`src/design/pls_pkg.sv`:
```
package pls_pkg;

    // Store size and derived widths
    localparam int CAPACITY = 64;
    localparam int ADDR_W   = $clog2(CAPACITY);
    localparam int CNT_W    = $clog2(CAPACITY + 1);

    // Fixed field widths of the channels
    localparam int OP_W  = 3;
    localparam int POS_W = 7;
    localparam int VAL_W = 32;
    localparam int STS_W = 2;
    localparam int TOT_W = 7;

    // Width wide enough to compare a position against the entry count
    localparam int CMP_W = (CNT_W > POS_W) ? CNT_W : POS_W;

    typedef enum logic [OP_W-1:0] {
        OP_INS_HEAD = 3'd0,
        OP_INS_TAIL = 3'd1,
        OP_INS_POS  = 3'd2,
        OP_READ     = 3'd3,
        OP_DEL_HEAD = 3'd4,
        OP_DEL_TAIL = 3'd5,
        OP_DEL_POS  = 3'd6
    } op_t;

    typedef enum logic [STS_W-1:0] {
        ST_OK        = 2'd0,
        ST_BAD_INDEX = 2'd1,
        ST_UNDERFLOW = 2'd2,
        ST_FULL      = 2'd3
    } status_t;

    // Work left to do for an accepted transaction
    typedef enum logic [1:0] {
        ACT_NONE,
        ACT_INSERT,
        ACT_READ,
        ACT_DELETE
    } act_t;

    typedef enum logic [1:0] {
        S_IDLE,
        S_STEP,
        S_SHIFT,
        S_FINISH
    } state_t;

    // Controller to datapath
    typedef struct packed {
        logic idle;
        logic mem_rd;
        logic shift_wr;
        logic put;
        logic cnt_dec;
        logic res_load;
    } cmd_t;

    // Datapath to controller
    typedef struct packed {
        logic take;
        act_t act;
        logic more;
        logic out_free;
    } sts_t;

endpackage

```
`src/design/pls_chan_if.sv`:
```
interface pls_req_if;
    logic                           valid;
    logic                           ready;
    logic [pls_pkg::OP_W-1:0]       operation;
    logic [pls_pkg::POS_W-1:0]      position;
    logic signed [pls_pkg::VAL_W-1:0] item_value;

    modport source (output valid, output operation, output position, output item_value,
                    input ready);
    modport sink (input valid, input operation, input position, input item_value,
                  output ready);
endinterface

interface pls_rsp_if;
    logic                           valid;
    logic                           ready;
    logic signed [pls_pkg::VAL_W-1:0] read_value;
    logic [pls_pkg::STS_W-1:0]      status;
    logic [pls_pkg::TOT_W-1:0]      entry_total;

    modport source (output valid, output read_value, output status, output entry_total,
                    input ready);
    modport sink (input valid, input read_value, input status, input entry_total,
                  output ready);
endinterface

```
`src/design/pls_dp.sv`:
```
module pls_dp (
    input  logic           clk,
    input  logic           rst_n,
    pls_req_if.sink        req,
    pls_rsp_if.source      rsp,
    input  pls_pkg::cmd_t  cmd,
    output pls_pkg::sts_t  sts
);

    logic [pls_pkg::VAL_W-1:0] mem [pls_pkg::CAPACITY];

    logic [pls_pkg::CNT_W-1:0]  count_reg;
    pls_pkg::act_t              act_reg;
    pls_pkg::status_t           stat_reg;
    logic [pls_pkg::CNT_W-1:0]  tpos_reg;
    logic [pls_pkg::CNT_W-1:0]  idx_reg;
    logic [pls_pkg::VAL_W-1:0]  val_reg;
    logic [pls_pkg::VAL_W-1:0]  rdata_reg;

    logic                       out_valid_reg;
    logic [pls_pkg::VAL_W-1:0]  out_val_reg;
    pls_pkg::status_t           out_stat_reg;
    logic [pls_pkg::TOT_W-1:0]  out_tot_reg;

    logic                       take;
    logic [pls_pkg::CMP_W-1:0]  pos_ext;
    logic [pls_pkg::CMP_W-1:0]  cnt_ext;
    logic [pls_pkg::CMP_W-1:0]  ins_pos;
    logic                       is_ins;
    pls_pkg::act_t              ev_act;
    pls_pkg::status_t           ev_stat;
    logic [pls_pkg::CNT_W-1:0]  ev_tpos;
    logic [pls_pkg::CNT_W-1:0]  idx_dn;
    logic [pls_pkg::CNT_W:0]    idx_up;
    logic [pls_pkg::ADDR_W-1:0] rd_addr;
    logic [pls_pkg::ADDR_W-1:0] wr_addr;
    logic [pls_pkg::VAL_W-1:0]  wr_data;
    logic                       wr_en;
    logic                       more;
    logic                       cnt_empty;
    logic                       cnt_full;

    assign take      = req.valid && cmd.idle;
    assign req.ready = cmd.idle;

    assign pos_ext   = pls_pkg::CMP_W'(req.position);
    assign cnt_ext   = pls_pkg::CMP_W'(count_reg);
    assign cnt_empty = (count_reg == '0);
    assign cnt_full  = (count_reg == pls_pkg::CNT_W'(pls_pkg::CAPACITY));

    // Classify the incoming transaction against the current count
    always_comb
    begin
        ev_act  = pls_pkg::ACT_NONE;
        ev_stat = pls_pkg::ST_OK;
        ev_tpos = '0;
        is_ins  = 1'b0;
        ins_pos = '0;
        case (pls_pkg::op_t'(req.operation))
            pls_pkg::OP_INS_HEAD:
            begin
                is_ins  = 1'b1;
                ins_pos = '0;
            end
            pls_pkg::OP_INS_TAIL:
            begin
                is_ins  = 1'b1;
                ins_pos = cnt_ext;
            end
            pls_pkg::OP_INS_POS:
            begin
                is_ins  = 1'b1;
                ins_pos = pos_ext;
            end
            pls_pkg::OP_READ:
            begin
                if (pos_ext < cnt_ext)
                begin
                    ev_act  = pls_pkg::ACT_READ;
                    ev_tpos = pls_pkg::CNT_W'(pos_ext);
                end
                else
                begin
                    ev_stat = pls_pkg::ST_BAD_INDEX;
                end
            end
            pls_pkg::OP_DEL_HEAD:
            begin
                if (cnt_empty)
                begin
                    ev_stat = pls_pkg::ST_UNDERFLOW;
                end
                else
                begin
                    ev_act  = pls_pkg::ACT_DELETE;
                    ev_tpos = '0;
                end
            end
            pls_pkg::OP_DEL_TAIL:
            begin
                if (cnt_empty)
                begin
                    ev_stat = pls_pkg::ST_UNDERFLOW;
                end
                else
                begin
                    ev_act  = pls_pkg::ACT_DELETE;
                    ev_tpos = count_reg - pls_pkg::CNT_W'(1);
                end
            end
            pls_pkg::OP_DEL_POS:
            begin
                if (pos_ext < cnt_ext)
                begin
                    ev_act  = pls_pkg::ACT_DELETE;
                    ev_tpos = pls_pkg::CNT_W'(pos_ext);
                end
                else
                begin
                    ev_stat = pls_pkg::ST_BAD_INDEX;
                end
            end
            default:
            begin
                ev_act = pls_pkg::ACT_NONE;
            end
        endcase

        // Bad position wins over a full store
        if (is_ins)
        begin
            if (ins_pos > cnt_ext)
            begin
                ev_stat = pls_pkg::ST_BAD_INDEX;
            end
            else if (cnt_full)
            begin
                ev_stat = pls_pkg::ST_FULL;
            end
            else
            begin
                ev_act  = pls_pkg::ACT_INSERT;
                ev_tpos = pls_pkg::CNT_W'(ins_pos);
            end
        end
    end

    // Latch the transaction and its classification
    always_ff @(posedge clk or negedge rst_n)
    begin
        if (!rst_n)
        begin
            act_reg <= pls_pkg::ACT_NONE;
        end
        else if (take)
        begin
            act_reg <= ev_act;
        end
    end

    always_ff @(posedge clk)
    begin
        if (take)
        begin
            stat_reg <= ev_stat;
            tpos_reg <= ev_tpos;
            val_reg  <= req.item_value;
        end
    end

    // Shift cursor: inserts walk down from the tail, deletes walk up from the hole
    assign idx_dn = idx_reg - pls_pkg::CNT_W'(1);
    assign idx_up = {1'b0, idx_reg} + (pls_pkg::CNT_W + 1)'(1);

    always_ff @(posedge clk)
    begin
        if (take)
        begin
            idx_reg <= (ev_act == pls_pkg::ACT_INSERT) ? count_reg : ev_tpos;
        end
        else if (cmd.shift_wr)
        begin
            idx_reg <= (act_reg == pls_pkg::ACT_INSERT) ? idx_dn
                                                       : idx_up[pls_pkg::CNT_W-1:0];
        end
    end

    always_comb
    begin
        case (act_reg)
            pls_pkg::ACT_INSERT: more = (idx_reg > tpos_reg);
            pls_pkg::ACT_DELETE: more = (idx_up < {1'b0, count_reg});
            default:             more = 1'b0;
        endcase
    end

    // Memory addressing
    always_comb
    begin
        case (act_reg)
            pls_pkg::ACT_INSERT: rd_addr = idx_dn[pls_pkg::ADDR_W-1:0];
            pls_pkg::ACT_DELETE: rd_addr = idx_up[pls_pkg::ADDR_W-1:0];
            default:             rd_addr = tpos_reg[pls_pkg::ADDR_W-1:0];
        endcase
    end

    assign wr_en   = cmd.shift_wr || cmd.put;
    assign wr_addr = cmd.put ? tpos_reg[pls_pkg::ADDR_W-1:0] : idx_reg[pls_pkg::ADDR_W-1:0];
    assign wr_data = cmd.put ? val_reg : rdata_reg;

    always_ff @(posedge clk)
    begin
        if (wr_en)
        begin
            mem[wr_addr] <= wr_data;
        end
        if (cmd.mem_rd)
        begin
            rdata_reg <= mem[rd_addr];
        end
    end

    // Entry count
    always_ff @(posedge clk or negedge rst_n)
    begin
        if (!rst_n)
        begin
            count_reg <= '0;
        end
        else if (cmd.put)
        begin
            count_reg <= count_reg + pls_pkg::CNT_W'(1);
        end
        else if (cmd.cnt_dec)
        begin
            count_reg <= count_reg - pls_pkg::CNT_W'(1);
        end
    end

    // Output register: hold the result until the transaction completes
    always_ff @(posedge clk or negedge rst_n)
    begin
        if (!rst_n)
        begin
            out_valid_reg <= 1'b0;
        end
        else if (cmd.res_load)
        begin
            out_valid_reg <= 1'b1;
        end
        else if (rsp.ready)
        begin
            out_valid_reg <= 1'b0;
        end
    end

    always_ff @(posedge clk)
    begin
        if (cmd.res_load)
        begin
            if (act_reg == pls_pkg::ACT_READ)
            begin
                out_val_reg <= rdata_reg;
            end
            else if (stat_reg != pls_pkg::ST_OK)
            begin
                out_val_reg <= '1;
            end
            else
            begin
                out_val_reg <= '0;
            end
            out_stat_reg <= stat_reg;
            out_tot_reg  <= pls_pkg::TOT_W'(count_reg);
        end
    end

    assign rsp.valid       = out_valid_reg;
    assign rsp.read_value  = out_val_reg;
    assign rsp.status      = out_stat_reg;
    assign rsp.entry_total = out_tot_reg;

    assign sts.take     = take;
    assign sts.act      = act_reg;
    assign sts.more     = more;
    assign sts.out_free = !out_valid_reg || rsp.ready;

`ifndef SYNTHESIS
    a_count_bound: assert property (@(posedge clk) disable iff (!rst_n)
        count_reg <= pls_pkg::CNT_W'(pls_pkg::CAPACITY))
        else $error("entry count exceeds capacity");

    a_no_overwrite: assert property (@(posedge clk) disable iff (!rst_n)
        cmd.res_load |-> (!out_valid_reg || rsp.ready))
        else $error("result loaded over a pending result");

    a_put_counts: assert property (@(posedge clk) disable iff (!rst_n)
        cmd.put |=> (count_reg == $past(count_reg) + pls_pkg::CNT_W'(1)))
        else $error("insert did not advance the count");

    a_shift_kind: assert property (@(posedge clk) disable iff (!rst_n)
        cmd.shift_wr |-> (act_reg == pls_pkg::ACT_INSERT || act_reg == pls_pkg::ACT_DELETE))
        else $error("shift outside an insert or delete");
`endif

endmodule

```
`src/design/pls_ctrl.sv`:
```
module pls_ctrl (
    input  logic           clk,
    input  logic           rst_n,
    input  pls_pkg::sts_t  sts,
    output pls_pkg::cmd_t  cmd
);

    pls_pkg::state_t state_reg;
    pls_pkg::state_t state_next;

    // State register
    always_ff @(posedge clk or negedge rst_n)
    begin
        if (!rst_n)
        begin
            state_reg <= pls_pkg::S_IDLE;
        end
        else
        begin
            state_reg <= state_next;
        end
    end

    // Next state and commands
    always_comb
    begin
        state_next = state_reg;
        cmd        = '0;
        case (state_reg)
            pls_pkg::S_IDLE:
            begin
                cmd.idle = 1'b1;
                if (sts.take)
                begin
                    state_next = pls_pkg::S_STEP;
                end
            end
            pls_pkg::S_STEP:
            begin
                case (sts.act)
                    pls_pkg::ACT_INSERT:
                    begin
                        if (sts.more)
                        begin
                            cmd.mem_rd = 1'b1;
                            state_next = pls_pkg::S_SHIFT;
                        end
                        else
                        begin
                            cmd.put    = 1'b1;
                            state_next = pls_pkg::S_FINISH;
                        end
                    end
                    pls_pkg::ACT_DELETE:
                    begin
                        if (sts.more)
                        begin
                            cmd.mem_rd = 1'b1;
                            state_next = pls_pkg::S_SHIFT;
                        end
                        else
                        begin
                            cmd.cnt_dec = 1'b1;
                            state_next  = pls_pkg::S_FINISH;
                        end
                    end
                    pls_pkg::ACT_READ:
                    begin
                        cmd.mem_rd = 1'b1;
                        state_next = pls_pkg::S_FINISH;
                    end
                    default:
                    begin
                        state_next = pls_pkg::S_FINISH;
                    end
                endcase
            end
            pls_pkg::S_SHIFT:
            begin
                cmd.shift_wr = 1'b1;
                state_next   = pls_pkg::S_STEP;
            end
            pls_pkg::S_FINISH:
            begin
                if (sts.out_free)
                begin
                    cmd.res_load = 1'b1;
                    state_next   = pls_pkg::S_IDLE;
                end
            end
            default:
            begin
                state_next = pls_pkg::S_IDLE;
            end
        endcase
    end

endmodule

```
`src/design/positional_list_store_core.sv`:
```
// Ordered list of signed 32-bit entries kept in a store of CAPACITY slots.
// req channel: one transaction carries operation, position and item_value
// (insert head/tail/at position, read, delete head/tail/at position).
// rsp channel: exactly one transaction per request, carrying read_value,
// status and entry_total (count after the operation), in request order.
// Sequence: a request is taken in the idle cycle, then the slot memory
// moves the entries one at a time, each by a registered read, then a write.
// A request that moves k entries does k read/write pairs; reads, rejected
// requests and tail operations move no entries.
// The next request is accepted the cycle after the result is loaded, so
// requests are worked in the store one at a time.
// Reset empties the list at once; slot contents stay undefined and are
// never read before being written, so no clearing pass is needed.
// If the receiver stalls, the result waits in the output register while
// the next request is accepted and worked; that request then holds in its
// final step until the output register frees.
module positional_list_store_core (
    input  logic       clk,
    input  logic       rst_n,
    pls_req_if.sink    req,
    pls_rsp_if.source  rsp
);

    pls_pkg::cmd_t cmd;
    pls_pkg::sts_t sts;

    pls_ctrl u_ctrl (
        .clk   (clk),
        .rst_n (rst_n),
        .sts   (sts),
        .cmd   (cmd)
    );

    pls_dp u_dp (
        .clk   (clk),
        .rst_n (rst_n),
        .req   (req),
        .rsp   (rsp),
        .cmd   (cmd),
        .sts   (sts)
    );

endmodule
```
`src/flat_wrapper.sv`:
```
// flat-port wrapper written by rule: the top's interface ports become plain ports
module positional_list_store_core_flat 
  (clk, rst_n, req_valid, req_operation, req_position, req_item_value, req_ready, rsp_valid, rsp_read_value, rsp_status, rsp_entry_total, rsp_ready);
  pls_req_if req_i ();
  pls_rsp_if rsp_i ();
  input  logic clk;
  input  logic rst_n;
  input wire logic [$bits(req_i.valid)-1:0] req_valid;
  input wire logic [$bits(req_i.operation)-1:0] req_operation;
  input wire logic [$bits(req_i.position)-1:0] req_position;
  input wire logic [$bits(req_i.item_value)-1:0] req_item_value;
  output wire logic [$bits(req_i.ready)-1:0] req_ready;
  output wire logic [$bits(rsp_i.valid)-1:0] rsp_valid;
  output wire logic [$bits(rsp_i.read_value)-1:0] rsp_read_value;
  output wire logic [$bits(rsp_i.status)-1:0] rsp_status;
  output wire logic [$bits(rsp_i.entry_total)-1:0] rsp_entry_total;
  input wire logic [$bits(rsp_i.ready)-1:0] rsp_ready;
  assign req_i.valid = req_valid;
  assign req_i.operation = req_operation;
  assign req_i.position = req_position;
  assign req_i.item_value = req_item_value;
  assign req_ready = req_i.ready;
  assign rsp_valid = rsp_i.valid;
  assign rsp_read_value = rsp_i.read_value;
  assign rsp_status = rsp_i.status;
  assign rsp_entry_total = rsp_i.entry_total;
  assign rsp_i.ready = rsp_ready;
  positional_list_store_core u_core (.clk(clk), .rst_n(rst_n), .req(req_i), .rsp(rsp_i));
endmodule
```
`config.mk`:
```
export PLATFORM = sky130hd
export DESIGN_NAME = positional_list_store_core_flat
export DESIGN_NICKNAME = d
export VERILOG_FILES = /design/src/design/pls_pkg.sv /design/src/design/pls_chan_if.sv /design/src/design/pls_dp.sv /design/src/design/pls_ctrl.sv /design/src/design/positional_list_store_core.sv /design/src/flat_wrapper.sv
export SDC_FILE = /design/constraint.sdc
export NUM_CORES = 2
export LEC_CHECK = 0
export BUFFER_PORTS_ARGS = -buffer_cell sky130_fd_sc_hd__buf_4
export CAP_MARGIN = 10
export CORE_ASPECT_RATIO = 0.8
export CORE_MARGIN = 4
export CORE_UTILIZATION = 55
export DETAILED_ROUTE_END_ITERATION = 7
export GPL_TIMING_DRIVEN = 0
export MAX_ROUTING_LAYER = met4
export PLACE_DENSITY = 0.78
export RECOVER_POWER = 50
export SLEW_MARGIN = 20
export SYNTH_ARGS = -nofsm -noshare
export SYNTH_HDL_FRONTEND = slang
export SYNTH_SLANG_ARGS = --single-unit
```
`constraint.sdc`:
```
create_clock -name clk -period 11.6 [get_ports clk]
set_clock_uncertainty 0.05 [all_clocks]
set_input_delay 0.58 -clock clk [delete_from_list [all_inputs] [get_ports clk]]
set_output_delay 0.58 -clock clk [all_outputs]
set_load 0.02 [all_outputs]
```
==> results_dict.tcl <==
set metrics [dict create \
    achievable-frequency_mhz 127.9 \
    drt_pass1_iterations 8 \
    drive_gt1_frac 0.1606 \
    end_kind "flip-flop" \
    drt-total-wl_um 254900 \
    largest_reg_flops 2048 \
    violations "design-rule violations, max-capacitance violations, max-slew violations" \
    cts_htree_levels 4 \
    rr_startpoint "u_core.u_dp.idx_reg[0]" \
    fillerInstances 10230 \
    cts_hold_buf 35 \
    area_growth_syn_to_layout_pct 12.79 \
    worstMarginPinSlew_ps 3492 \
    vias_per_cell 6.819 \
    synth_flop_cell "edfxtp_1" \
    fp.dieW_um 448.5 \
    initial_core_util 0.5528 \
    drc 1 \
    finalMaxSlewViolations 1468 \
    crit_path_start_kind "flip-flop" \
    syn_area_per_cell_um2 17.51 \
    r2r_cells 12 \
    regToRegSetupSlack_ps 3780 \
    tritoncts "yes" \
    period_share 0.6741 \
    core_area_um2 154500 \
    grt_pass1_vias 49370 \
    synth.top_cell.area_share 0.7627 \
    multiInputGateArea_um2 18790 \
    outcome "complete, but fails checks" \
    synthArstFlopShare 0.005502 \
    cts_setup_buffers 0 \
    finalSetupTns_ps 0 \
    fp.dieH_um 360.4 \
    critPathLaunch "u_core.u_dp.idx_reg[0]" \
    whs_ps 144.9 \
    cts_sinks 2181 \
    regMostFlops "u_core.u_dp.mem" \
    syn_inst 4877 \
    rsz0062_at_grt "no" \
    synthesis.nets 4953 \
    path_class "flip-flop to flip-flop" \
    hold_viol 0 \
    min_period_ps 7819 \
    first_iter_violations 9616 \
    ys_types 70 \
    crit_required_ps 11740 \
    seq_area_frac_synth 0.7663 \
    fp.dieArea_um2 161700 \
    holdPathStages 2 \
    grt_antenna_before_repair 31 \
    crit_arrival_ps 7960 \
    path_max_fanout 48 \
    hp-start "req_position[1]" \
    dr_wl_met3_um 41080 \
    routed.top_layer "met4" \
    cts_resized 0 \
    ys_seq_elements 2181 \
    grt_pass1_wl_um 361100 \
    row_count 129 \
    grt.overflow.total 0 \
    routabilityCongestion 0.9745 \
    dp_hpwl_um 166800 \
    ant_nets 0 \
    grt_max_degree 65 \
    cts-buffers-inserted 191 \
    grt_usage 0.3228 \
    clkTransAtPathRegs_ps 70 \
    wl_per_cell_um 33.98 \
    met2_length_um 112600 \
    io_buffers 88 \
    layout_common_cells "2,169 x edfxtp_1, 795 x nand2_1, 517 x nand3_1" \
    maxCapViolations 65 \
    synth-edff-count 2169 \
    cts_buffer_depth 3 \
    yosys_warnings 0 \
    synth_top_area_cell "edfxtp_1" \
    nets 5368 \
    via_count 51160 \
    layout_commonest_cell "edfxtp_1" \
    relSlewSlack -1.328 \
    seqCellArea_um2 65430 \
    clock_latency_ps 850 \
    io_pins 89 \
    min_path_type "primary input to flip-flop" \
    cts_root_buffer "clkbuf_16" \
    syn_area_um2 85390 \
    synthTopCellsByArea "edfxtp_1 76%, mux4_2 9.2%, nand2_1 3.5%" \
    drt-met1-wl_um 86680 \
    setup_viol 0 \
]
[cell type report]
cell class              count  area share
diodes                     29   0.0007535
multi-input cells        2382      0.1951
clock inverters           105    0.009613
clock buffers             239     0.05182
plain buffers             287     0.01411
well taps                2030     0.02637
flip-flops and latches   2181      0.6794
repair buffers            222     0.02181
inverters                  27    0.001052
[critical path, stage by stage, from the launching register on]
cell and delay, ps:
edfxtp_1 520, clkinv_1 420, ha_1 340, nor2b_1 110, o21a_1 120, o21bai_1 70
a31o_2 260, nand2_1 470, clkbuf_1 1250, clkbuf_1 500, nand2_1 120, nand2_1 580
clkbuf_1 2250
[synthesized netlist by cell type, drive strengths merged, types with 3 or more instances]
library cell	number
and4	39
a32oi	5
mux2i	23
edfxtp	2169
dfrtp	12
mux4	350
o32a	3
nand4	71
ha	30
a21oi	20
and2	3
a31oi	42
buf	159
xor2	4
a22oi	171
xnor2	19
a221oi	6
o21ai	24
nand2b	5
nor3	12
nor2	116
o21a	4
o2bb2ai	3
and3	5
a41oi	5
nand2	807
nor2b	11
a221o	4
nand3	517
a21boi	8
inv	26
a211oi	4
a21o	39
clkbuf	128
[through the flow]
stage               utilization  instances  setup slack (ps)  instance area, µm²
floorplan                     -       4877              6649               85390
global placement         0.5735       6995              2975               88590
detailed placement       0.5941       7093              6101               91770
CTS                      0.6347       7472              6050               98040
global route             0.6235       7498              3815               96300
finish                   0.6235       7502              3781               96310
[final timing paths]
check,endpoint
setup / recovery,u_core.u_dp.mem[61][4]
hold / removal,u_core.u_dp.tpos_reg[1]
setup reg to reg,u_core.u_dp.mem[61][4]
hold reg to reg,u_core.u_dp.rsp.entry_total[6]
max in group asynchronous,u_core.u_dp.rsp.valid
min in group asynchronous,u_core.u_dp.cnt_ext[3]
[metal layers]
layer	track usage	up-vias
met4	0.1550	0
met2	0.4561	4711
li1	-	20180
met1	0.4255	25530
met5	-	-
met3	0.1081	737
[logic make-up (layout without fill, tap and decap cells)]
family / count (synthesis) / count (layout) / synth area share
XOR/XNOR: 23 / 23 / 0.002359
multiplexers: 374 / 374 / 0.09514
other: 0 / 29 / 0
AND/OR/NAND/NOR: 1597 / 1597 / 0.08416
flip-flops: 2181 / 2181 / 0.7663
AO/OA/AOI/OAI: 358 / 358 / 0.03057
buffers and inverters: 314 / 880 / 0.01711
adder cells (fa/ha/maj): 30 / 30 / 0.004396
Power is not shown: default switching activity piles up to over one toggle a cycle in this logic, so the estimate is an artifact.
